--- config.mk ---
export PLATFORM = sky130hd
export DESIGN_NAME = overwriting_ring_buffer_unit
export DESIGN_NICKNAME = d
export VERILOG_FILES = /design/src/rtl/orb_pkg.sv /design/src/rtl/orb_ram.sv /design/src/rtl/orb_front.sv /design/src/rtl/orb_back.sv /design/src/rtl/overwriting_ring_buffer_unit.sv
export SDC_FILE = /design/constraint.sdc
export NUM_CORES = 1
export LEC_CHECK = 0
export ABC_CLOCK_PERIOD_IN_PS = 8950
export BUFFER_PORTS_ARGS = -buffer_cell sky130_fd_sc_hd__buf_2
export CAP_MARGIN = 20
export CORE_MARGIN = 2
export CORE_UTILIZATION = 61
export CTS_CLUSTER_SIZE = 14
export DETAILED_ROUTE_END_ITERATION = 10
export PLACE_DENSITY = 0.9
export SLEW_MARGIN = 20
export SYNTH_ARGS = -nofsm -noshare
export SYNTH_HDL_FRONTEND = slang
export SYNTH_SLANG_ARGS = --single-unit
--- constraint.sdc ---
create_clock -name clk -period 8.95 [get_ports clk]
set_input_delay 0.4475 -clock clk [delete_from_list [all_inputs] [get_ports clk]]
set_output_delay 0.4475 -clock clk [all_outputs]
set_load 0.02 [all_outputs]
--- src/rtl/orb_pkg.sv ---
package orb_pkg;

    // built store geometry
    localparam int DEPTH  = 16;
    localparam int WIDTH  = 32;
    localparam int DATA_W = 32;
    localparam int IDX_W  = $clog2(DEPTH);
    localparam int CNT_W  = $clog2(DEPTH + 1);
    localparam int WRAP_W = CNT_W + 1;

    // largest run of results from one read-last-n
    localparam logic [CNT_W-1:0] MAX_RUN   = CNT_W'(16);
    localparam logic [CNT_W-1:0] FILL_MAX  = CNT_W'(DEPTH);
    localparam logic [CNT_W-1:0] CAP_RESET = CNT_W'(16);

    // configuration register map
    localparam int PADDR_W = 3;
    localparam logic REG_CAPACITY = 1'b0;

    // input mode codes
    localparam logic [2:0] MODE_INSERT    = 3'd0;
    localparam logic [2:0] MODE_DEQUEUE   = 3'd1;
    localparam logic [2:0] MODE_PEEK_NEW  = 3'd2;
    localparam logic [2:0] MODE_PEEK_OLD  = 3'd3;
    localparam logic [2:0] MODE_READ_LAST = 3'd4;

    // classified operation
    typedef enum logic [2:0] {
        OP_INSERT,
        OP_DEQUEUE,
        OP_PEEK_NEW,
        OP_PEEK_OLD,
        OP_READ_LAST,
        OP_BAD
    } op_t;

    // command passed from the front end to the back end
    typedef struct packed {
        op_t              op;
        logic [WIDTH-1:0] data;
        logic [CNT_W-1:0] req;
    } cmd_t;

endpackage

--- src/rtl/orb_ram.sv ---
module orb_ram #(
    parameter int DATA_W = 32,
    parameter int DEPTH  = 16,
    parameter int ADDR_W = $clog2(DEPTH)
) (
    input  logic              clk,
    input  logic              we,
    input  logic [ADDR_W-1:0] waddr,
    input  logic [DATA_W-1:0] wdata,
    input  logic [ADDR_W-1:0] raddr,
    output logic [DATA_W-1:0] rdata
);

    logic [DATA_W-1:0] mem [DEPTH];

    // one write port, registered read port
    always_ff @(posedge clk)
    begin
        if (we)
        begin
            mem[waddr] <= wdata;
        end
        rdata <= mem[raddr];
    end

endmodule

--- src/rtl/orb_front.sv ---
module orb_front (
    input  logic                       clk,
    input  logic                       rst_n,
    input  logic                       in_valid,
    output logic                       in_stall,
    input  logic [2:0]                 mode,
    input  logic [orb_pkg::DATA_W-1:0] item_data,
    input  logic [orb_pkg::CNT_W-1:0]  request_count,
    output logic                       cmd_valid,
    output orb_pkg::cmd_t              cmd,
    input  logic                       cmd_pop
);

    orb_pkg::cmd_t q_mem_reg [2];
    logic          wr_ptr_reg;
    logic          rd_ptr_reg;
    logic [1:0]    count_reg;
    logic [1:0]    count_next;
    orb_pkg::cmd_t new_cmd;
    logic          push;

    // classify the incoming transfer
    always_comb
    begin
        new_cmd.data = item_data[orb_pkg::WIDTH-1:0];
        new_cmd.req  = (request_count > orb_pkg::MAX_RUN) ? orb_pkg::MAX_RUN : request_count;
        unique case (mode)
            orb_pkg::MODE_INSERT:    new_cmd.op = orb_pkg::OP_INSERT;
            orb_pkg::MODE_DEQUEUE:   new_cmd.op = orb_pkg::OP_DEQUEUE;
            orb_pkg::MODE_PEEK_NEW:  new_cmd.op = orb_pkg::OP_PEEK_NEW;
            orb_pkg::MODE_PEEK_OLD:  new_cmd.op = orb_pkg::OP_PEEK_OLD;
            orb_pkg::MODE_READ_LAST: new_cmd.op = orb_pkg::OP_READ_LAST;
            default:                 new_cmd.op = orb_pkg::OP_BAD;
        endcase
    end

    // two-entry command queue
    assign in_stall  = (count_reg == 2'd2);
    assign push      = in_valid && !in_stall;
    assign cmd_valid = (count_reg != 2'd0);
    assign cmd       = q_mem_reg[rd_ptr_reg];

    always_comb
    begin
        count_next = count_reg;
        if (push && !cmd_pop)
        begin
            count_next = count_reg + 2'd1;
        end
        else if (!push && cmd_pop)
        begin
            count_next = count_reg - 2'd1;
        end
    end

    always_ff @(posedge clk or negedge rst_n)
    begin
        if (!rst_n)
        begin
            wr_ptr_reg <= 1'b0;
            rd_ptr_reg <= 1'b0;
            count_reg  <= 2'd0;
        end
        else
        begin
            if (push)
            begin
                wr_ptr_reg <= ~wr_ptr_reg;
            end
            if (cmd_pop)
            begin
                rd_ptr_reg <= ~rd_ptr_reg;
            end
            count_reg <= count_next;
        end
    end

    // queue payload
    always_ff @(posedge clk)
    begin
        if (push)
        begin
            q_mem_reg[wr_ptr_reg] <= new_cmd;
        end
    end

endmodule

--- src/rtl/orb_back.sv ---
module orb_back (
    input  logic                       clk,
    input  logic                       rst_n,
    input  logic                       clear,
    input  logic [orb_pkg::CNT_W-1:0]  cap,
    input  logic                       cmd_valid,
    input  orb_pkg::cmd_t              cmd,
    output logic                       cmd_pop,
    output logic                       out_valid,
    input  logic                       out_stall,
    output logic [orb_pkg::DATA_W-1:0] out_data,
    output logic                       status,
    output logic [orb_pkg::CNT_W-1:0]  fill_level,
    output logic                       last_of_run
);

    typedef enum logic [2:0] {
        S_IDLE = 3'b001,
        S_READ = 3'b010,
        S_OUT  = 3'b100
    } state_t;

    state_t                      state_reg, state_next;
    logic [orb_pkg::IDX_W-1:0]   wr_idx_reg, wr_idx_next;
    logic [orb_pkg::CNT_W-1:0]   fill_reg, fill_next;
    logic [orb_pkg::CNT_W-1:0]   remain_reg, remain_next;
    logic [orb_pkg::IDX_W-1:0]   addr_reg, addr_next;
    logic [orb_pkg::DATA_W-1:0]  out_data_reg;
    logic                        status_reg;
    logic [orb_pkg::CNT_W-1:0]   fill_level_reg;
    logic                        last_reg;

    logic [orb_pkg::WRAP_W-1:0]  cap_w;
    logic [orb_pkg::WRAP_W-1:0]  oldest_sum;
    logic [orb_pkg::IDX_W-1:0]   oldest;
    logic [orb_pkg::CNT_W-1:0]   run_n;
    logic [orb_pkg::WRAP_W-1:0]  start_sum;
    logic [orb_pkg::IDX_W-1:0]   start;
    logic [orb_pkg::IDX_W-1:0]   newest;
    logic [orb_pkg::IDX_W-1:0]   wr_inc;
    logic [orb_pkg::IDX_W-1:0]   addr_inc;
    logic [orb_pkg::IDX_W-1:0]   rd_addr;
    logic [orb_pkg::WIDTH-1:0]   rd_data;
    logic                        ram_we;
    logic                        load_imm;
    logic                        imm_status;
    logic                        load_rd;

    // slot store
    orb_ram #(
        .DATA_W (orb_pkg::WIDTH),
        .DEPTH  (orb_pkg::DEPTH)
    ) u_ram (
        .clk   (clk),
        .we    (ram_we),
        .waddr (wr_idx_reg),
        .wdata (cmd.data),
        .raddr (rd_addr),
        .rdata (rd_data)
    );

    // slot arithmetic, every sum stays below twice the capacity
    assign cap_w      = {1'b0, cap};
    assign oldest_sum = {2'b00, wr_idx_reg} + cap_w - {1'b0, fill_reg};
    assign oldest     = (oldest_sum >= cap_w) ? orb_pkg::IDX_W'(oldest_sum - cap_w)
                                              : orb_pkg::IDX_W'(oldest_sum);
    assign run_n      = (cmd.req > fill_reg) ? fill_reg : cmd.req;
    assign start_sum  = {2'b00, oldest} + {1'b0, fill_reg - run_n};
    assign start      = (start_sum >= cap_w) ? orb_pkg::IDX_W'(start_sum - cap_w)
                                             : orb_pkg::IDX_W'(start_sum);
    assign newest     = (wr_idx_reg == '0) ? orb_pkg::IDX_W'(cap - 1'b1)
                                           : wr_idx_reg - 1'b1;
    assign wr_inc     = ({1'b0, wr_idx_reg} + 1'b1 == cap) ? '0 : wr_idx_reg + 1'b1;
    assign addr_inc   = ({1'b0, addr_reg} + 1'b1 == cap) ? '0 : addr_reg + 1'b1;

    // sequencer
    always_comb
    begin
        state_next  = state_reg;
        wr_idx_next = wr_idx_reg;
        fill_next   = fill_reg;
        remain_next = remain_reg;
        addr_next   = addr_reg;
        rd_addr     = addr_reg;
        ram_we      = 1'b0;
        cmd_pop     = 1'b0;
        load_imm    = 1'b0;
        imm_status  = 1'b1;
        load_rd     = 1'b0;
        unique case (state_reg)
            S_IDLE:
            begin
                if (cmd_valid)
                begin
                    cmd_pop     = 1'b1;
                    remain_next = orb_pkg::CNT_W'(1);
                    unique case (cmd.op) inside
                        orb_pkg::OP_INSERT:
                        begin
                            ram_we      = 1'b1;
                            wr_idx_next = wr_inc;
                            if (fill_reg < cap)
                            begin
                                fill_next = fill_reg + 1'b1;
                            end
                            load_imm   = 1'b1;
                            imm_status = 1'b0;
                            state_next = S_OUT;
                        end
                        orb_pkg::OP_DEQUEUE, orb_pkg::OP_PEEK_OLD:
                        begin
                            if (fill_reg == '0)
                            begin
                                load_imm   = 1'b1;
                                state_next = S_OUT;
                            end
                            else
                            begin
                                rd_addr    = oldest;
                                addr_next  = oldest;
                                state_next = S_READ;
                                if (cmd.op == orb_pkg::OP_DEQUEUE)
                                begin
                                    fill_next = fill_reg - 1'b1;
                                end
                            end
                        end
                        orb_pkg::OP_PEEK_NEW:
                        begin
                            if (fill_reg == '0)
                            begin
                                load_imm   = 1'b1;
                                state_next = S_OUT;
                            end
                            else
                            begin
                                rd_addr    = newest;
                                addr_next  = newest;
                                state_next = S_READ;
                            end
                        end
                        orb_pkg::OP_READ_LAST:
                        begin
                            if (run_n == '0)
                            begin
                                load_imm   = 1'b1;
                                state_next = S_OUT;
                            end
                            else
                            begin
                                rd_addr     = start;
                                addr_next   = start;
                                remain_next = run_n;
                                state_next  = S_READ;
                            end
                        end
                        default:
                        begin
                            load_imm   = 1'b1;
                            state_next = S_OUT;
                        end
                    endcase
                end
            end
            S_READ:
            begin
                load_rd    = 1'b1;
                state_next = S_OUT;
            end
            S_OUT:
            begin
                if (!out_stall)
                begin
                    if (remain_reg > orb_pkg::CNT_W'(1))
                    begin
                        remain_next = remain_reg - 1'b1;
                        addr_next   = addr_inc;
                        rd_addr     = addr_inc;
                        state_next  = S_READ;
                    end
                    else
                    begin
                        state_next = S_IDLE;
                    end
                end
            end
            default:
            begin
                state_next = S_IDLE;
            end
        endcase
    end

    // control state
    always_ff @(posedge clk or negedge rst_n)
    begin
        if (!rst_n)
        begin
            state_reg  <= S_IDLE;
            wr_idx_reg <= '0;
            fill_reg   <= '0;
            remain_reg <= '0;
            addr_reg   <= '0;
        end
        else
        begin
            state_reg  <= state_next;
            remain_reg <= remain_next;
            addr_reg   <= addr_next;
            if (clear)
            begin
                wr_idx_reg <= '0;
                fill_reg   <= '0;
            end
            else
            begin
                wr_idx_reg <= wr_idx_next;
                fill_reg   <= fill_next;
            end
        end
    end

    // result register
    always_ff @(posedge clk)
    begin
        if (load_imm)
        begin
            out_data_reg   <= '0;
            status_reg     <= imm_status;
            fill_level_reg <= fill_next;
            last_reg       <= 1'b1;
        end
        else if (load_rd)
        begin
            out_data_reg   <= orb_pkg::DATA_W'(rd_data);
            status_reg     <= 1'b0;
            fill_level_reg <= fill_reg;
            last_reg       <= (remain_reg == orb_pkg::CNT_W'(1));
        end
    end

    assign out_valid   = (state_reg == S_OUT);
    assign out_data    = out_data_reg;
    assign status      = status_reg;
    assign fill_level  = fill_level_reg;
    assign last_of_run = last_reg;

endmodule

--- src/rtl/overwriting_ring_buffer_unit.sv ---
// Overwriting ring buffer of 32-bit entries over a 16-slot store, of which the
// capacity register (byte address 0, reset 16, 0 acts as 1, above 16 acts as 16)
// selects how many slots are used; writing it also empties the buffer. Modes:
// insert (overwrites the oldest entry when full), dequeue oldest, peek newest,
// peek oldest, and read last n, which returns up to n newest entries oldest
// first with last_of_run on the final one. Requests that find nothing give one
// result with status 1 and zero data. Items enter a two-entry command queue, so
// the input keeps taking transfers while a result waits, until both entries are
// filled. The back end sequencer takes a new command only when idle, once the
// last result of the current one has left. An insert, an unused mode or a request
// that finds nothing goes straight to the output state; each entry read passes
// the store's registered read port in a read state first. A stalled output holds.
module overwriting_ring_buffer_unit (
    input  logic                         clk,
    input  logic                         rst_n,
    input  logic                         in_valid,
    output logic                         in_stall,
    input  logic [2:0]                   mode,
    input  logic [orb_pkg::DATA_W-1:0]   item_data,
    input  logic [orb_pkg::CNT_W-1:0]    request_count,
    output logic                         out_valid,
    input  logic                         out_stall,
    output logic [orb_pkg::DATA_W-1:0]   out_data,
    output logic                         status,
    output logic [orb_pkg::CNT_W-1:0]    fill_level,
    output logic                         last_of_run,
    input  logic                         psel,
    input  logic                         penable,
    input  logic                         pwrite,
    input  logic [orb_pkg::PADDR_W-1:0]  paddr,
    input  logic [31:0]                  pwdata,
    output logic [31:0]                  prdata,
    output logic                         pready
);

    logic [orb_pkg::CNT_W-1:0] capacity_reg;
    logic [orb_pkg::CNT_W-1:0] eff_cap;
    logic                      cap_write;
    logic                      reg_sel;
    logic                      cmd_valid;
    orb_pkg::cmd_t             cmd;
    logic                      cmd_pop;

    // configuration port
    assign pready    = 1'b1;
    assign reg_sel   = paddr[2];
    assign cap_write = psel && penable && pwrite && pready && (reg_sel == orb_pkg::REG_CAPACITY);
    assign prdata    = (reg_sel == orb_pkg::REG_CAPACITY) ? 32'(capacity_reg) : 32'd0;

    always_ff @(posedge clk or negedge rst_n)
    begin
        if (!rst_n)
        begin
            capacity_reg <= orb_pkg::CAP_RESET;
        end
        else if (cap_write)
        begin
            capacity_reg <= pwdata[orb_pkg::CNT_W-1:0];
        end
    end

    // clamp capacity into the built range
    always_comb
    begin
        if (capacity_reg == '0)
        begin
            eff_cap = orb_pkg::CNT_W'(1);
        end
        else if (capacity_reg > orb_pkg::FILL_MAX)
        begin
            eff_cap = orb_pkg::FILL_MAX;
        end
        else
        begin
            eff_cap = capacity_reg;
        end
    end

    orb_front u_front (
        .clk           (clk),
        .rst_n         (rst_n),
        .in_valid      (in_valid),
        .in_stall      (in_stall),
        .mode          (mode),
        .item_data     (item_data),
        .request_count (request_count),
        .cmd_valid     (cmd_valid),
        .cmd           (cmd),
        .cmd_pop       (cmd_pop)
    );

    orb_back u_back (
        .clk         (clk),
        .rst_n       (rst_n),
        .clear       (cap_write),
        .cap         (eff_cap),
        .cmd_valid   (cmd_valid),
        .cmd         (cmd),
        .cmd_pop     (cmd_pop),
        .out_valid   (out_valid),
        .out_stall   (out_stall),
        .out_data    (out_data),
        .status      (status),
        .fill_level  (fill_level),
        .last_of_run (last_of_run)
    );

endmodule

After elaboration in Yosys (flattened, before gate mapping)
Memory sizes are Yosys's and may differ from the RTL's. A register that Yosys moved wholly into a read port is not among the register bits.
Index checks and enable logic that the tools add are counted.
- register bits: 69
- RAM bits: 592
- bits of input ports: 82
- word-level logic and storage cells: 154
- memories kept: 2
- add/subtract/negate cells: 17
- order comparisons: 7
- equal/unequal tests: 18
- muxes and demuxes: 67
- bitwise gates (word level): 3
- reduce and logical (&&, ||, !) cells: 27
- memories (memory ; depth ; width ; rd ports ; clocked after memory_dff ; wr ports ; line ; text):
    u_back.u_ram.mem ; 16 ; 32 ; 1 ; 1 ; 1 ; orb_ram.sv:14 ; logic [DATA_W-1:0] mem [DEPTH];
    u_front.q_mem_reg ; 2 ; 40 ; 1 ; 0 ; 1 ; orb_front.sv:14 ; orb_pkg::cmd_t q_mem_reg [2];
- operators with widths (operator ; count):
    $mux W5 ; 18
    $mux W4 ; 15
    $pmux W5 S2 ; 2
    $mux W1 ; 19
    $eq A3 B2 Y1 const B ; 5
    $logic_not A5 Y1 ; 3
    $pmux W3 S5 ; 1
    $reduce_bool A2 Y1 ; 7
    $add A4 B5 Y6 ; 2
    $ge A6 B5 Y1 ; 2
    $mux W3 ; 4
    $pmux W4 S3 ; 1
    $add A4 B1 Y5 const B ; 2
    $eq A5 B5 Y1 ; 2
    $gt A5 B5 Y1 const B ; 2
    $sub A5 B1 Y5 const B ; 2
    $eq A3 B1 Y1 const B ; 3
    $eq A3 B3 Y1 const B ; 3
    $pmux W3 S3 ; 1
    $add A4 B1 Y4 const B ; 2
    $pmux W4 S2 ; 1
    $sub A4 B1 Y4 const B ; 2
    $sub A4 B4 Y4 ; 2
    $logic_and A1 B1 Y1 ; 6
    other kinds (24) ; 32

Depth between registers and ports, before layout
Gate-level depths: netlist of the first run.
- word-level depth: 14
- gate-level depth with buffers: 36
- depth with buffers taken out: 33

Cells and area by module
From an unflattened synthesis of the first run, not the netlist that was laid out.
- cell total of the unflattened synthesis: 1622
- area total of the unflattened synthesis: 28317.2 um^2
- by module, submodules not included (module ; instances ; cells an instance ; area an instance (um^2) ; sequential area each (um^2)):
    orb_ram ; 1 ; 838 ; 19835.3 ; 16015.4
    orb_back ; 1 ; 578 ; 4643.2 ; 1367.6
    orb_front ; 1 ; 152 ; 3334.4 ; 2502.4
    overwriting_ring_buffer_unit ; 1 ; 54 ; 504.2 ; 126.4

Least setup slack after synthesis of the first run
Ideal clock, no wire load.
- path kind: reg2reg
- start: register capacity_reg[4] (netlist bit)
- end: register u_back.u_ram.rdata[30], read port of u_back.u_ram.mem
- library setup time: 134 ps
- arrival: 7043 ps
- data required time: 8816 ps
- setup slack: 1773 ps
- cell stages (with the launch flop): 34
- buffers on the path: 3
- period minus slack after synthesis: 7177 ps
- cells stage by stage: dfstp_2 buf_6 nor2b_1 inv_1 fa_1 inv_1 fa_1 a21o_1 a21oi_1 xnor2_1 ha_1 inv_1 o22ai_1 nor3b_1 mux2i_1 nor2_1 a21oi_1 ha_1 inv_1 fa_1 inv_1 fa_1 a21oi_1 a21oi_1 a211oi_1 o21ai_2 mux2_2 o221a_2 o21ai_2 buf_6 buf_2 mux2i_1 o22ai_1 or4_1
- word-level cells in the longest chain between the ends: 14
- elaborated cells on any way between the ends: 25
- ends and longest elaborated chain (item ; line ; text):
    start: declaration ; overwriting_ring_buffer_unit.sv:36 ; logic [orb_pkg::CNT_W-1:0] capacity_reg;
    start signal: assignment ; overwriting_ring_buffer_unit.sv:54 ; capacity_reg <= orb_pkg::CAP_RESET;
    start signal: assignment ; overwriting_ring_buffer_unit.sv:58 ; capacity_reg <= pwdata[orb_pkg::CNT_W-1:0];
    $gt A5 B5 Y1 ; overwriting_ring_buffer_unit.sv:69 ; else if (capacity_reg > orb_pkg::FILL_MAX)
    $mux W5 ; overwriting_ring_buffer_unit.sv:69 ;
    $mux W5 * ; overwriting_ring_buffer_unit.sv:65 ; if (capacity_reg == '0)
    $add A4 B5 Y6 ; orb_back.sv:64 ; assign oldest_sum = {2'b00, wr_idx_reg} + cap_w - {1'b0, fill_reg};
    $sub A6 B5 Y6 ; orb_back.sv:64 ;
    $ge A6 B5 Y1 / $sub A4 B4 Y4 (equally long branches) ; orb_back.sv:65 ; assign oldest = (oldest_sum >= cap_w) ? orb_pkg::IDX_W'(oldest_sum - cap_w)
    $mux W4 ; orb_back.sv:65 ;
    $add A4 B5 Y6 ; orb_back.sv:68 ; assign start_sum = {2'b00, oldest} + {1'b0, fill_reg - run_n};
    $ge A6 B5 Y1 / $sub A4 B4 Y4 (equally long branches) ; orb_back.sv:69 ; assign start = (start_sum >= cap_w) ? orb_pkg::IDX_W'(start_sum - cap_w)
    $mux W4 ; orb_back.sv:69 ;
    $mux W4 ; n/a ;
    $pmux W4 S3 ; orb_back.sv:97 ; unique case (cmd.op) inside
    $mux W4 ; n/a ;
    $pmux W4 S2 * ; orb_back.sv:90 ; unique case (state_reg)
    end: declaration ; orb_ram.sv:11 ; output logic [DATA_W-1:0] rdata
Mark *: on every way between the ends. The rest lies on a longest branch, timed or not.
A chain may end at the register's enable or synchronous reset.

Worst setup path in the final report of the first run
- start: register capacity_reg[1] (netlist bit)
- end: register u_back.u_ram.rdata[25], read port of u_back.u_ram.mem
The elaborated chain is that of the path after synthesis.

==> results of run 1 <==
-- per-stage QoR --
step	hold slack, ns	instance area [µm²]
floorplan	0.152	28600
global placement	0.425	29700
detailed placement	0.426	29700
CTS	0.00258	31900
global route	0.0176	31900
finish	0.0250	31900
-- worst max-delay path, delay by kind of cell (launching register included) --
family          cells  cell delay, ns
fa+ha+maj           6            2.36
compound gates     12            2.26
buf+inv             6            1.13
simple gates        4            1.03
mux                 3            0.98
flops               1            0.43
xor+xnor            1            0.12
-- cell type report --
cell class | count | area share
clock buffer | 97 | 0.0590
clock inverter | 26 | 0.00761
inverter | 50 | 0.00588
multi-input combinational | 1026 | 0.246
sequential | 693 | 0.627
tap | 607 | 0.0238
timing repair buffer | 143 | 0.0303
-- what timing repair did --
item / CTS / global route
gates resized for setup: 0 / 5
endpoints found under the setup margin: 0 / 30
hold endpoints to repair: 28 / 0
setup buffers: 0 / 0
hold buffers: 1 / 0
-- cells by family (layout without fill, tap and decap cells) --
group                      count (synthesis)  in the layout  share of synthesized area
other                                      2             28                   0.000263
xor gates and xnor gates                  30             30                    0.00948
muxes                                    311            311                      0.111
AOI/OAI and AO/OA                        293            293                     0.0658
and+or+nand+nor                          308            308                     0.0538
buffers and inverters                    162            316                     0.0309
DFF                                      693            693                      0.702
adders and majority gates                 56             56                     0.0267
-- path summary, 6_finish.rpt --
check / from / cells after the start / slack [ns] / to
setup / recovery: capacity_reg[1] / 32 / 0.48 / u_back.u_ram.rdata[25]
min in group asynchronous: rst_n / 2 / 0.46 / u_back.fill_reg[0]
max in group asynchronous: rst_n / 2 / 7.91 / u_front.rd_ptr_reg
hold / removal: pwdata[0] / 3 / 0.02 / capacity_reg[0]
setup reg to reg: capacity_reg[1] / 32 / 0.48 / u_back.u_ram.rdata[25]
hold reg to reg: u_back.u_ram.rdata[8] / 2 / 0.44 / u_back.out_data[8]
-- cells in the mapped netlist (4+ instances only) --
cell type,count
dfxtp_1,65
mux2i_1,266
o22ai_1,133
and2_1,7
nor3b_1,5
or4_1,33
buf_4,58
edfxtp_1,598
clkbuf_1,22
xor2_1,11
o21ai_0,27
xnor2_1,18
fa_1,8
nand2b_1,8
buf_2,25
dfrtp_1,28
nor2b_1,13
ha_1,48
a21oi_1,64
a31oi_1,7
mux2_2,44
o31ai_1,6
o211ai_1,4
nand2_1,121
nor3_1,23
nor2_1,59
inv_1,47
a21o_1,14
a211oi_1,4
nand3_1,12
-- routing by layer --
layer,wire length [µm],vias up,track usage
li1,-,7306,-
met1,25400,8327,0.358
met2,33300,1051,0.466
met3,6410,205,0.0569
met4,2450,0,0.130
met5,0,-,0
==> reports/metrics.csv, run 1 <==
stage,metric,value,unit
clock_network,cts_buffer_depth,3,
global_routing,first_global_vias,16941,
run_status,status,finished clean,
clock_network,htreeDepth,3,
clock_network,tritoncts,done,
place,dp_cells,2517,
sta,worst_slew_pin_slew,0.846,ns
final_layout,largest_reg_flops,512,
detailed_routing,dr.pass1.iters,7,
synthesis,ys_ff_latch,693,
sta,max_freq,0.118,GHz
place,routabilityCongestion,0.874,
critical_path,crit_fanout,26,
global_routing,overflow,0,
floorplanning,io_pins,156,
critical_path,cp.required,9.42,ns
floorplanning,fp.dieW,220,µm
synthesis,synth_top_area_frac,0.630,
worst_hold_path,hold_class,primary input to flop,
critical_path,critical_path_arrival,8.94,ns
synthesis,avgSynthCellArea,15.4,µm²
detailed_routing,avgRoutedWirePerCell,25.6,µm
final_layout,regArea,20000,µm²
sta,hold_viol,0,
final_layout,layout_common_cells,"598 x edfxtp_1, 265 x mux2i_1, 133 x o22ai_1",
synthesis,synth_seq_area_share,0.702,
critical_path,startpoint_type,flop,
floorplanning,die_h,220,µm
clock_network,clkSinkCount,693,
floorplanning,initial_core_util,0.615,
clock_network,root_buffer,clkbuf_16,
detailed_routing,num_vias,16889,
synthesis,yosys.area.top_type,edfxtp_1,
final_layout,final_core_util,0.688,
synthesis,synth_area,28500,µm²
detailed_routing,drc,0,
sta,rsz0062_at_grt,no,
sta,period_share,0.947,
detailed_routing,drt_iter0_drc,2171,
detailed_routing,ant_nets,0,
clock_network,insertion_delay,0.61,ns
detailed_routing,via_per_inst,6.39,
sta,min_period,8.47,ns
final_layout,num_antenna_cells,0,
synthesis,synth.area.top_cells,"edfxtp_1 63%, mux2i_1 9.3%, dfxtp_1 4.6%",
detailed_routing,routed_wl,67600,µm
floorplanning,num_rows,79,
sta,clock_skew,0.0283,ns
synthesis,synth_cells,1855,
critical_path,crit_slowest_cell,fa_1,
sta,setup_slack,0.477,ns
sta,maxSlewViolCount,0,
job,max_cap_viol_count,0,
critical_path,crit_type,flop to flop,
synthesis,synth_flop_cell,edfxtp_1,
synthesis,synth_warnings,0,
final_layout,drive_above_1_share,0.159,
clock_network,path_clk_slew,0.07,ns
final_layout,nets,2119,
sta,setup_violations,0,
floorplanning,core-area,46400,µm²
critical_path,cpPeakStageDelay,0.54,ns
synthesis,ys_types,80,
global_routing,grt_pass1_wl,99400,µm
final_layout,syn2layout_area_growth,11.9,%
place,io_buffers,98,
floorplanning,dieArea,48500,µm²
global_routing,grt_max_degree,61,
final_layout,fill_cells,2787,
final_layout,final_common_cell,edfxtp_1,
critical_path,end_kind,flop,
synthesis,synthArstFlopShare,0.0433,
final_layout,fin_cells,2642,
sta,slew_headroom,0.435,
global_routing,grt_use_total,0.280,
clock_network,cts_buffers,67,
sta,tns,0,ns
synthesis,synth-edff-count,598,
global_routing,antenna_found_initial,0,
final_layout,multi_input_area,7860,µm²
place,dp_hpwl,35400,µm
place,dp_slack,0.352,ns
Power of run 1 is not shown: default switching activity piles up to over one toggle a cycle in this logic, so the estimate is an artifact.
==> run 2: changes to the inputs <==
Settings changed: SYNTH_HIERARCHICAL set to 1.
==> run 2 against run 1 <==
Net effect:
- register-to-register slack better by 0.31 ns
- critical endpoint is now u_back/u_ram/rdata[24]
- first-iteration DRC count is 3.5% lower
- synthesized cell count is 13% lower
==> reports/metrics.csv, run 2 <==
stage,metric,value,unit,change
run_status,status,finished clean,,
critical_path,critical_path_arrival,8.64,ns,-0.30 ns
critical_path,crit_slowest_cell,o22ai_4,,
clock_network,htreeDepth,2,,-1
critical_path,cp.required,9.43,ns,about the same
synthesis,synth_area,28300,µm²,-0.69%
global_routing,grt_pass1_wl,105000,µm,+5.3%
detailed_routing,avgRoutedWirePerCell,29.4,µm,+15%
critical_path,rr_startpoint,capacity_reg[4],,
critical_path,startpoint_type,flop,,
floorplanning,io_pins,156,,unchanged
place,io_buffers,98,,unchanged
critical_path,end_kind,flop,,
floorplanning,fp.dieW,219,µm,-0.34%
worst_hold_path,min_delay_path_depth,1,,-2
critical_path,cpPeakStageDelay,0.71,ns,+0.17 ns
final_layout,drive_above_1_share,0.248,,+0.0888
clock_network,insertion_delay,0.64,ns,+0.03 ns
synthesis,avgSynthCellArea,17.5,µm²,+14%
clock_network,cts_setup_buffers,0,,unchanged
clock_network,cts_buffer_depth,3,,unchanged
synthesis,synth.area.top_cells,"edfxtp_1 63%, mux4_2 10%, dfxtp_1 4.6%",,
worst_hold_path,hp-start,item_data[23],,
global_routing,overflow,0,,unchanged
critical_path,rr_worst_depth,30,,-6.3%
sta,setup_violations,0,,unchanged
detailed_routing,drc,0,,unchanged
detailed_routing,ant_nets,0,,unchanged
global_routing,grt_max_degree,48,,-21%
sta,clock_skew,0.0371,ns,+0.00884 ns
synthesis,synth_cells,1622,,-13%
place,routabilityCongestion,0.856,,-2.1%
synthesis,synth_seq_area_share,0.707,,+0.00490
final_layout,nets,1908,,-10%
floorplanning,initial_core_util,0.621,,+0.00622
detailed_routing,drt_iter0_drc,2096,,-3.5%
final_layout,fin_area,31900,µm²,-0.15%
final_layout,layout_common_cells,"598 x edfxtp_1, 129 x nand2_1, 128 x mux4_2",,
detailed_routing,num_vias,16199,,-4.1%
clock_network,tritoncts,done,,
sta,max_freq,0.123,GHz,+3.9%
detailed_routing,routed_wl,71400,µm,+5.6%
clock_network,cts_buffers,61,,-9.0%
final_layout,largest_reg_flops,512,,unchanged
clock_network,path_clk_slew,0.07,ns,about the same
final_layout,regArea,20000,µm²,unchanged
sta,hold_viol,0,,unchanged
critical_path,crit_buf_inv,4,,-2
synthesis,synth_common_cells,"598 x edfxtp_1, 129 x nand2_1, 128 x mux4_2",,
global_routing,grt_use_total,0.303,,+0.0222
critical_path,crit_type,flop to flop,,
floorplanning,core-area,45600,µm²,-1.7%
place,dpl_cell_area,29600,µm²,-0.59%
global_routing,antenna_found_initial,2,,+2
synthesis,synth_top_area_frac,0.634,,+0.00440
synthesis,ys_ff_latch,693,,unchanged
synthesis,synth_warnings,6,,+6
synthesis,ys_types,74,,-7.5%
synthesis,synth.area.mux_share,0.131,,+0.0194
sta,rsz0062_at_grt,no,,
global_routing,first_global_vias,16651,,-1.7%
final_layout,syn2layout_area_growth,12.5,%,
floorplanning,die_h,219,µm,-0.34%
final_layout,final_common_cell,edfxtp_1,,
critical_path,crit_fanout,29,,+12%
synthesis,synthArstFlopShare,0.0433,,unchanged
critical_path,crit_family,compound AO/OA/AOI/OAI gates,,
place,dp_hpwl,36000,µm,+1.6%
final_layout,multi_input_area,7780,µm²,-1.0%
detailed_routing,dr.pass1.iters,6,,-1
job,max_cap_viol_count,0,,unchanged
sta,period_share,0.911,,-0.0352
synthesis,synth_most_common_cell,edfxtp_1,,
sta,tns,0,ns,unchanged
clock_network,root_buffer,clkbuf_16,,
critical_path,cp.depth,30,,-6.3%
synthesis,synthSimpleGateAreaFrac,0.0479,,-0.00599
sta,slew_headroom,0.284,,-0.151
synthesis,synth_xor_area_frac,0.00928,,-0.000199
synthesis,synth-edff-count,598,,unchanged
clock_network,clkSinkCount,693,,unchanged
synthesis,synth_top_family_by_area,multiplexers,,
synthesis,synth_fa_ha_area_frac,0.0242,,-0.00246
critical_path,crit_start,capacity_reg[4],,
final_layout,fill_cells,2557,,-8.3%
sta,maxSlewViolCount,0,,unchanged
detailed_routing,via_per_inst,6.67,,+4.4%
floorplanning,dieArea,48200,µm²,-0.68%
critical_path,cpMostUsedCell,a21oi_1,,
synthesis,synth_compound_area_frac,0.0535,,-0.0123
worst_hold_path,hold_class,primary input to flop,,
synthesis,yosys.area.top_type,edfxtp_1,,
floorplanning,num_rows,78,,-1.3%
sta,worst_slew_pin_slew,1.07,ns,+0.229 ns
synthesis,synth_flop_cell,edfxtp_1,,
sta,min_period,8.16,ns,-0.315 ns
run 2: kinds of logic after synthesis:
| family | after synthesis |
|---|---|
| flops | 693 |
| simple gates | 287 |
| compound gates | 232 |
| mux | 187 |
| buf+inv | 141 |
| fa+ha+maj | 50 |
| xor+xnor | 30 |
| other cells | 2 |
run 2: metrics by stage:
stage / cells / setup WS, ns / utilization / hold WS, ns
finish: 2428 / 0.792 / 0.699 / 0.0283
global route: 2428 / 0.464 / 0.699 / 0.0112
CTS: 2425 / 0.814 / 0.699 / 0.00164
detailed placement: 2285 / 1.04 / 0.649 / 0.428
global placement: 2285 / 1.26 / 0.649 / 0.422
floorplan: 1648 / 2.15 / - / 0.152
run 2: cell type report:
| cell class | count | area share |
|---|---|---|
| diodes | 2 | 0.000157 |
| clock buffers | 92 | 0.0541 |
| clock inverters | 21 | 0.00887 |
| inverters | 44 | 0.00518 |
| multi-input cells | 814 | 0.244 |
| flip-flops and latches | 693 | 0.628 |
| well taps | 600 | 0.0236 |
| repair buffers | 162 | 0.0360 |
run 2: what timing repair did:
| action | CTS | global route |
|---|---|---|
| hold buffers | 27 | 0 |
| endpoints found under the hold margin | 78 | 0 |
| gates resized for setup | 0 | 0 |
run 2: worst paths after layout:
kind	endpoint	slack, ns
worst max-delay path	u_back/u_ram/rdata[24]	0.79
worst min-delay path	u_front/q_mem_reg[0][28]	0.03
worst max register to register	u_back/u_ram/rdata[24]	0.79
worst min register to register	u_back/out_data[3]	0.43
max in group asynchronous	u_front/rd_ptr_reg	7.99
min in group asynchronous	capacity_reg[1]	0.42
run 2: routing by layer:
| layer | part of all wire | wire length (µm) | GRT usage | vias up |
|---|---|---|---|---|
| met4 | 0.052 | 3730 | 0.160 | 0 |
| met3 | 0.12 | 8350 | 0.0585 | 289 |
| met1 | 0.34 | 24100 | 0.385 | 8064 |
| met5 | 0 | 0 | 0 | - |
| met2 | 0.49 | 35200 | 0.499 | 1268 |
| li1 | - | - | - | 6578 |
Power of run 2 is left out for the same reason.
